## config.mk

```make
export PLATFORM = sky130hd
export DESIGN_NAME = mep_ctrl
export DESIGN_NICKNAME = d
export VERILOG_FILES = /design/src/rtl/mep_pkg.sv /design/src/rtl/mep_ctrl.sv
export SDC_FILE = /design/constraint.sdc
export NUM_CORES = 1
export LEC_CHECK = 0
export BUFFER_PORTS_ARGS = -buffer_cell sky130_fd_sc_hd__buf_2
export CAP_MARGIN = 20
export CORE_MARGIN = 2
export CORE_UTILIZATION = 45
export CTS_CLUSTER_DIAMETER = 40
export DETAILED_ROUTE_END_ITERATION = 8
export HOLD_SLACK_MARGIN = 0.12
export PLACE_DENSITY = 0.69
export SKIP_CTS_REPAIR_TIMING = 1
export SKIP_LAST_GASP = 1
export SLEW_MARGIN = 40
export SYNTH_ARGS = -nofsm -noshare
export SYNTH_HDL_FRONTEND = slang
export SYNTH_SLANG_ARGS = --single-unit
```

## constraint.sdc

```tcl
create_clock -name clk -period 4.55 [get_ports clk]
set_input_delay 0.455 -clock clk [delete_from_list [all_inputs] [get_ports clk]]
set_output_delay 0.455 -clock clk [all_outputs]
set_load 0.05 [all_outputs]
```

## src/rtl/mep_pkg.sv

```systemverilog
// ----------------------------------------------------------------------------
// mep_pkg: shared types and constants for the Mandelbrot escape pixel block
// Payload structs, configuration layout, controller commands and status,
// fixed-point widths and the channel palette.
// ----------------------------------------------------------------------------
package mep_pkg;

  // Fixed-point and field widths
  localparam int FRAC_BITS   = 28;                      // Q4.28 coordinates
  localparam int COORD_W     = 32;
  localparam int PIX_W       = 12;
  localparam int SIZE_W      = 13;
  localparam int ITER_W      = 10;
  localparam int PAL_W       = 4;
  localparam int CHAN_W      = 8;
  localparam int CFG_IDX_W   = 3;
  localparam int DIVIDEND_W  = COORD_W + PIX_W;         // |span| * pixel
  localparam int PROD_W      = 2 * COORD_W;             // full square
  localparam int ESC_LIMIT   = 4;
  localparam int PAL_ENTRIES = 10;

  // Shade constants; divisors are SHADE_TOP minus one of the A/B/C shades
  localparam int SHADE_A   = 70;
  localparam int SHADE_B   = 80;
  localparam int SHADE_C   = 90;
  localparam int SHADE_TOP = 100;
  localparam int CHAN_MAX  = 255;
  localparam int SHADE_D10 = SHADE_TOP - SHADE_C;
  localparam int SHADE_D20 = SHADE_TOP - SHADE_B;
  localparam int SHADE_D30 = SHADE_TOP - SHADE_A;
  // 255 is a multiple of 5 and 15, so n*255/d reduces to n*k >> s exactly
  localparam int K_D10 = CHAN_MAX / (SHADE_D10 / 2);    // 51, shift 1
  localparam int K_D20 = CHAN_MAX / (SHADE_D20 / 4);    // 51, shift 2
  localparam int K_D30 = CHAN_MAX / (SHADE_D30 / 2);    // 17, shift 1

  // Reset values of the configuration registers
  localparam logic signed [COORD_W-1:0] RST_LEFT_RE   = -32'sd483183821;
  localparam logic signed [COORD_W-1:0] RST_RIGHT_RE  = 32'sd134217728;
  localparam logic signed [COORD_W-1:0] RST_TOP_IM    = -32'sd322122547;
  localparam logic signed [COORD_W-1:0] RST_BOTTOM_IM = 32'sd322122547;
  localparam logic [SIZE_W-1:0]         RST_WIDTH     = 13'd1024;
  localparam logic [SIZE_W-1:0]         RST_HEIGHT    = 13'd768;
  localparam logic [ITER_W-1:0]         RST_MAX_ITER  = 10'd100;
  localparam logic [PAL_W-1:0]          RST_PALETTE   = 4'd0;

  // Configuration register indexes
  typedef enum logic [CFG_IDX_W-1:0] {
    CFG_LEFT_RE      = 3'd0,
    CFG_RIGHT_RE     = 3'd1,
    CFG_TOP_IM       = 3'd2,
    CFG_BOTTOM_IM    = 3'd3,
    CFG_IMAGE_WIDTH  = 3'd4,
    CFG_IMAGE_HEIGHT = 3'd5,
    CFG_MAX_ITER     = 3'd6,
    CFG_PALETTE      = 3'd7
  } cfg_idx_t;

  typedef struct packed {
    logic signed [COORD_W-1:0] left_re;
    logic signed [COORD_W-1:0] right_re;
    logic signed [COORD_W-1:0] top_im;
    logic signed [COORD_W-1:0] bottom_im;
    logic [SIZE_W-1:0]         image_width;
    logic [SIZE_W-1:0]         image_height;
    logic [ITER_W-1:0]         max_iter;
    logic [PAL_W-1:0]          palette;
  } cfg_t;

  // Request payload
  typedef struct packed {
    logic [PIX_W-1:0] pixel_col;
    logic [PIX_W-1:0] pixel_row;
  } coord_t;

  // Result payload
  typedef struct packed {
    logic [CHAN_W-1:0] red;
    logic [CHAN_W-1:0] green;
    logic [CHAN_W-1:0] blue;
    logic [ITER_W-1:0] iter_count;
    logic              in_set;
  } color_t;

  // Controller to datapath
  typedef struct packed {
    logic capture;    // latch pixel, clear step count
    logic map_diff;   // form |span| and its sign
    logic map_mul;    // span * pixel into the divider
    logic map_fix;    // floor, offset, saturate, store c and z
    logic iter_mul;   // square and cross products of z
    logic iter_upd;   // escape test and next z
    logic out_load;   // load the result register
    logic axis;       // 0: real axis, 1: imaginary axis
  } cmd_t;

  // Datapath to controller
  typedef struct packed {
    logic div_done;
    logic limit_zero;
    logic iter_stop;
  } status_t;

  // Channel divisor selection
  typedef enum logic [1:0] {
    SEL_D10 = 2'd0,
    SEL_D20 = 2'd1,
    SEL_D30 = 2'd2
  } div_sel_t;

  typedef struct packed {
    div_sel_t r;
    div_sel_t g;
    div_sel_t b;
  } pal_entry_t;

  // Palette: divisor per channel
  function automatic pal_entry_t pal_lookup(input logic [PAL_W-1:0] pal);
    pal_entry_t e;
    unique case (pal)
      4'd0:    e = '{SEL_D10, SEL_D20, SEL_D30};
      4'd1:    e = '{SEL_D10, SEL_D30, SEL_D20};
      4'd2:    e = '{SEL_D20, SEL_D10, SEL_D30};
      4'd3:    e = '{SEL_D30, SEL_D10, SEL_D20};
      4'd4:    e = '{SEL_D30, SEL_D20, SEL_D10};
      4'd5:    e = '{SEL_D20, SEL_D30, SEL_D10};
      4'd6:    e = '{SEL_D20, SEL_D30, SEL_D20};
      4'd7:    e = '{SEL_D30, SEL_D20, SEL_D20};
      4'd8:    e = '{SEL_D20, SEL_D20, SEL_D30};
      4'd9:    e = '{SEL_D30, SEL_D30, SEL_D10};
      default: e = '{SEL_D10, SEL_D10, SEL_D10};
    endcase
    return e;
  endfunction

  // floor(n * 255 / d) mod 256
  function automatic logic [CHAN_W-1:0] shade(input logic [ITER_W-1:0] n,
                                              input div_sel_t sel);
    logic [ITER_W+5:0] p51;
    logic [ITER_W+4:0] p17;
    logic [CHAN_W-1:0] v;
    p51 = (ITER_W+6)'(n) * (ITER_W+6)'(K_D10);
    p17 = (ITER_W+5)'(n) * (ITER_W+5)'(K_D30);
    unique case (sel)
      SEL_D10: v = CHAN_W'(p51 >> 1);
      SEL_D20: v = CHAN_W'(p51 >> 2);
      SEL_D30: v = CHAN_W'(p17 >> 1);
      default: v = '0;
    endcase
    return v;
  endfunction

endpackage

```

## src/rtl/mep_ctrl.sv

```systemverilog
// ----------------------------------------------------------------------------
// mep_ctrl: sequencing state machine
// Steps through mapping of both axes, the iteration loop and the hand-off of
// the result to the output register.
// ----------------------------------------------------------------------------
module mep_ctrl (
  input  logic              clk,
  input  logic              rst,
  input  logic              coord_valid,
  input  logic              out_free,
  input  mep_pkg::status_t  status,
  output mep_pkg::cmd_t     cmd,
  output logic              coord_ready
);

  typedef enum logic [7:0] {
    S_IDLE = 8'b0000_0001,
    S_DIFF = 8'b0000_0010,
    S_MUL  = 8'b0000_0100,
    S_DIV  = 8'b0000_1000,
    S_FIX  = 8'b0001_0000,
    S_ZMUL = 8'b0010_0000,
    S_ZUPD = 8'b0100_0000,
    S_DONE = 8'b1000_0000
  } state_t;

  state_t state, state_next;
  logic   axis, axis_next;

  // state register
  always_ff @(posedge clk) begin
    if (rst) begin
      state <= S_IDLE;
      axis  <= 1'b0;
    end else begin
      state <= state_next;
      axis  <= axis_next;
    end
  end

  // next state and commands
  always_comb begin
    state_next  = state;
    axis_next   = axis;
    cmd         = '0;
    coord_ready = 1'b0;
    unique case (state)
      S_IDLE: begin
        coord_ready = 1'b1;
        if (coord_valid) begin
          cmd.capture = 1'b1;
          axis_next   = 1'b0;
          state_next  = S_DIFF;
        end
      end
      S_DIFF: begin
        cmd.map_diff = 1'b1;
        state_next   = S_MUL;
      end
      S_MUL: begin
        cmd.map_mul = 1'b1;
        state_next  = S_DIV;
      end
      S_DIV: begin
        if (status.div_done) begin
          state_next = S_FIX;
        end
      end
      S_FIX: begin
        cmd.map_fix = 1'b1;
        if (!axis) begin
          axis_next  = 1'b1;
          state_next = S_DIFF;
        end else if (status.limit_zero) begin
          state_next = S_DONE;
        end else begin
          state_next = S_ZMUL;
        end
      end
      S_ZMUL: begin
        cmd.iter_mul = 1'b1;
        state_next   = S_ZUPD;
      end
      S_ZUPD: begin
        cmd.iter_upd = 1'b1;
        state_next   = status.iter_stop ? S_DONE : S_ZMUL;
      end
      S_DONE: begin
        if (out_free) begin
          cmd.out_load = 1'b1;
          state_next   = S_IDLE;
        end
      end
      default: state_next = S_IDLE;
    endcase
    cmd.axis = axis;
  end

endmodule

```

# [Word level (Yosys, flattened, before mapping)]
# Cells that the tools add are included.
[totals] reg_bits=9 in_bits=7 out_inout_bits=9
[classes] n_mux=19 reduce_logical=3 eq_ne=11
[ops] cell="8-bit one-hot mux with 8 select lines" count=1
[ops] cell="8-bit two-way mux" count=6
[ops] cell="1-bit two-way mux" count=11
[ops] cell="8-bit by 1-bit equality test with 1-bit output (second input constant)" count=1
[ops] cell="8-bit by 2-bit equality test with 1-bit output (second input constant)" count=1
[ops] cell="8-bit by 3-bit equality test with 1-bit output (second input constant)" count=1
[ops] cell="8-bit by 4-bit equality test with 1-bit output (second input constant)" count=1
[ops] cell="8-bit by 5-bit equality test with 1-bit output (second input constant)" count=1
[ops] cell="8-bit by 6-bit equality test with 1-bit output (second input constant)" count=1
[ops] cell="8-bit by 7-bit equality test with 1-bit output (second input constant)" count=1
[ops] cell="8-bit equality test (second input constant)" count=1
[ops] cell="2-bit != test (second input constant)" count=3
[ops] cell="3-bit AND reduction" count=1
[ops] cell="1-bit one-hot mux with 2 select lines" count=1
[ops] cell="2-bit AND reduction" count=1
[ops] cell="2-bit nonzero test" count=1

# [Longest topological paths before layout]
[logic_depth] ltp_word=3 ltp_mapped=6 mapped_depth_nobuf=5

# [Least setup slack after synthesis]
# Ideal clock, no wire load.
[synth_path] path_type="reg2out" start="reg state[3]" end="out cmd[1] (netlist name)" path_stages_with_launch=4 t_required_ns=4.095 setup_slack_ns=1.672 arrival_ns=2.423 n_path_buf=1 path_cell_list="dfxtp_1 > buf_6 > or4b_4 > nor4_1"
[synth_rtl] element="start, declared" line="mep_ctrl.sv:27" source="state_t state, state_next;"
[synth_rtl] element="start signal, assigned" line="mep_ctrl.sv:36" source="state <= state_next;"
[synth_rtl] element="end, declared" line="mep_ctrl.sv:12" source="output mep_pkg::cmd_t cmd,"

==> key figures <==
Synthesis
  • EDFF count, synth: 0
  • Synth cell count leaders: dfxtp_1 (9), nor2_1 (6), and4b_1 (5), nor4b_1 (5)
  • Netlist cell types: 34
  • Syn avg cell area: 9.580 µm²
  • Count leader, synth: dfxtp_1
  • Largest cells by area after synthesis: dfxtp_1 (28%), and4b_1 (7.8%), nor4b_1 (6.8%), a2111oi_2 (4.7%), buf_4 (3.5%)
  • Yosys reg bits: 9
  • Syn. warnings: 0
  • Post-synthesis cell count: 67
  • Fraction of registers with async set/reset: 0
  • Synth Flop Type: dfxtp_1
  • Seq/Total Area, Yosys: 0.2807
  • Cell taking the most area after synthesis: dfxtp_1
  • Syn nets: 74
  • Mapped cell area: 641.9 µm²
  • Post-synth top area share: 0.2807

Worst setup path
  • Setup crit end kind: output port
  • Crit path launch type: register
  • Data arrival time of the critical path: 1700 ps
  • Crit Path Class: reg -> out
  • Worst EP required: 4090 ps
  • Crit-path max FO: 9
  • Internal reg-to-reg setup slack: 2780 ps
  • Reg-to-Reg Start: state[1]
  • Register-to-Register Path Depth: 4
  • Worst r2r dst: state[2]

Layout
  • Area grow syn2layout: 10.33%
  • Final cell count without fillers: 94
  • # diodes: 0
  • Post-layout instance area: 708.2 µm²
  • Area of the multi-input gates: 395.4 µm²
  • Layout cells sized above 1: 0.3544
  • Final layout net count: 87
  • FF/Latch Area: 180.2 µm²
  • Fill cell count: 132

Floorplanning
  • DIE HEIGHT: 41.77 µm
  • Die W: 41.77 µm
  • Row Count: 13
  • Ports: 16
  • Die area: 1744 µm²
  • Starting Density: 0.4872
  • Core ar.: 1318 µm²

Min path
  • Hold Path Class: in -> reg
  • Hold Crit Endpoint: axis
  • Hold Path Depth: 2
  • Hold Crit Start: rst

Timing
  • Hold Fails Final Rpt: 0
  • Final WS setup: 2392 ps
  • Total Neg Setup Slack: 0 ps
  • Tmin final: 2158 ps
  • RSZ-0062 raised after global routing: no
  • Final setup viols: 0
  • Slew @ Worst Pin: 523.0 ps
  • Slew headroom: 0.6507
  • Slew Limit Fails: 0
  • Clk_skew: 11.42 ps
  • Fmax: 463.3 MHz
  • Final worst path period share: 0.4744

Global route
  • GRT Util Overall: 0.1602
  • First-pass GRT wire length: 2.139 mm
  • Vias in the first global route: 472
  • Initial antenna violation count: 0
  • GR Overflow Total: 0
  • Largest net degree at the start of global routing: 11

Status
  • Status: finished clean

CTS
  • CTS root buffer: clkbuf_4
  • Clock transition at path regs: 70 ps
  • Sink Count: 9
  • H-Tree Depth: 1
  • CTS tree: done
  • Clk Latency, worst-skew pair: 260 ps
  • CTS buffer count: 3
  • CTS Buffer Depth: 2

Power and ir drop
  • Worst vdd ir: 0.1641 mV
  • Leak Pwr: 0.3070 nW
  • Pwr dens: 314.8 nW/µm²

Drt
  • Routed wire length: 1.270 mm
  • Vias/cell: 5.851
  • Drt pass-1 iters: 4
  • Via count: 550
  • DRC Markers: 0
  • Initial drt markers: 10
  • Post-DR wirelength/cell: 13.51 µm
  • Routed Antenna Nets: 0

Placed design
  • Hpwl dp: 1.029 mm
  • Placed cell areas: 680.7 µm²
  • Dpl cells: 90
  • Routability cong.: 0.7806
  • Worst slack, placed: 2667 ps
  • # port buffers: 15

Job
  • Max-cap violations: 0
[critical path: stages (launching register included)]
cell and delay, ps:
dfxtp_1 380, or4b_4 590, nor4_1 170, buf_2 310
[per-layer routing]
layer	track usage	vias to the layer above	wire length, µm
li1	-	281	-
met1	0.1995	258	594
met2	0.2656	9	618
met3	0.02609	2	43
met4	0.07742	0	14
met5	0	-	0
[power by group]
group          switching [W]  internal [W]  leakage, nW
Clock              0.0000283     0.0000323       0.0177
Combinational      0.0000417     0.0000252        0.216
Sequential         0.0000123     0.0000830       0.0730
[sequential cells by signal (all words and copies together), names as in the netlist]
| signal | count |
|---|---|
| state | 8 |
| axis | 1 |
[layout make-up]
| type | instances | share of cell area |
|---|---|---|
| multi-input combinational | 48 | 0.5583 |
| clock inverter | 1 | 0.007067 |
| clock buffer | 3 | 0.03180 |
| sequential | 9 | 0.2544 |
| inverter | 3 | 0.01590 |
| timing repair buffer | 15 | 0.1060 |
| tap | 15 | 0.02650 |
[per-stage QoR]
step           hold slack (ps)  utilization  total power (W)
2_1_floorplan            513.2            -        0.0001513
6_report                 444.0       0.5375        0.0002229
4_1_cts                  439.9       0.5375        0.0002257
5_1_grt                  460.9       0.5375        0.0002367
3_5_place_dp             568.6       0.5166        0.0001640
3_3_place_gp             566.4       0.5166        0.0001632
[cell usage in the layout, fill, tap and decap left out, types with 2 or more instances in the layout]
master      n
and2_1      3
nor4b_1     5
buf_2      15
nor2_1      6
o21a_1      2
and4b_1     5
dfxtp_1     9
clkbuf_4    3
nor2b_1     2
inv_1       2
a2111oi_2   2
nand3_1     2
nor3b_1     2
[worst max-delay path by stage]
| stage | start | endpoint | slack (ps) | cells past startpoint |
|---|---|---|---|---|
| 2_1_floorplan | state[3] | cmd[1] | 1670 | 3 |
| 3_3_place_gp | state[3] | cmd[1] | 2620 | 3 |
| 3_5_place_dp | state[3] | cmd[1] | 2670 | 3 |
| 4_1_cts | state[3] | cmd[1] | 2370 | 3 |
| 5_1_grt | state[0] | cmd[7] | 2260 | 4 |
| 6_report | state[3] | cmd[1] | 2390 | 3 |
[cells by family (layout without fill, tap and decap cells)]
kind of cell              after synthesis  after routing  synth area share
and+or+nand+nor                        35             35            0.4328
AOI/OAI and AO/OA                      12             12            0.1696
buffers and inverters                  10             22            0.1033
DFF                                     9              9            0.2807
xor gates and xnor gates                1              1           0.01365
Note: power is estimated with default switching activity, not from simulation.
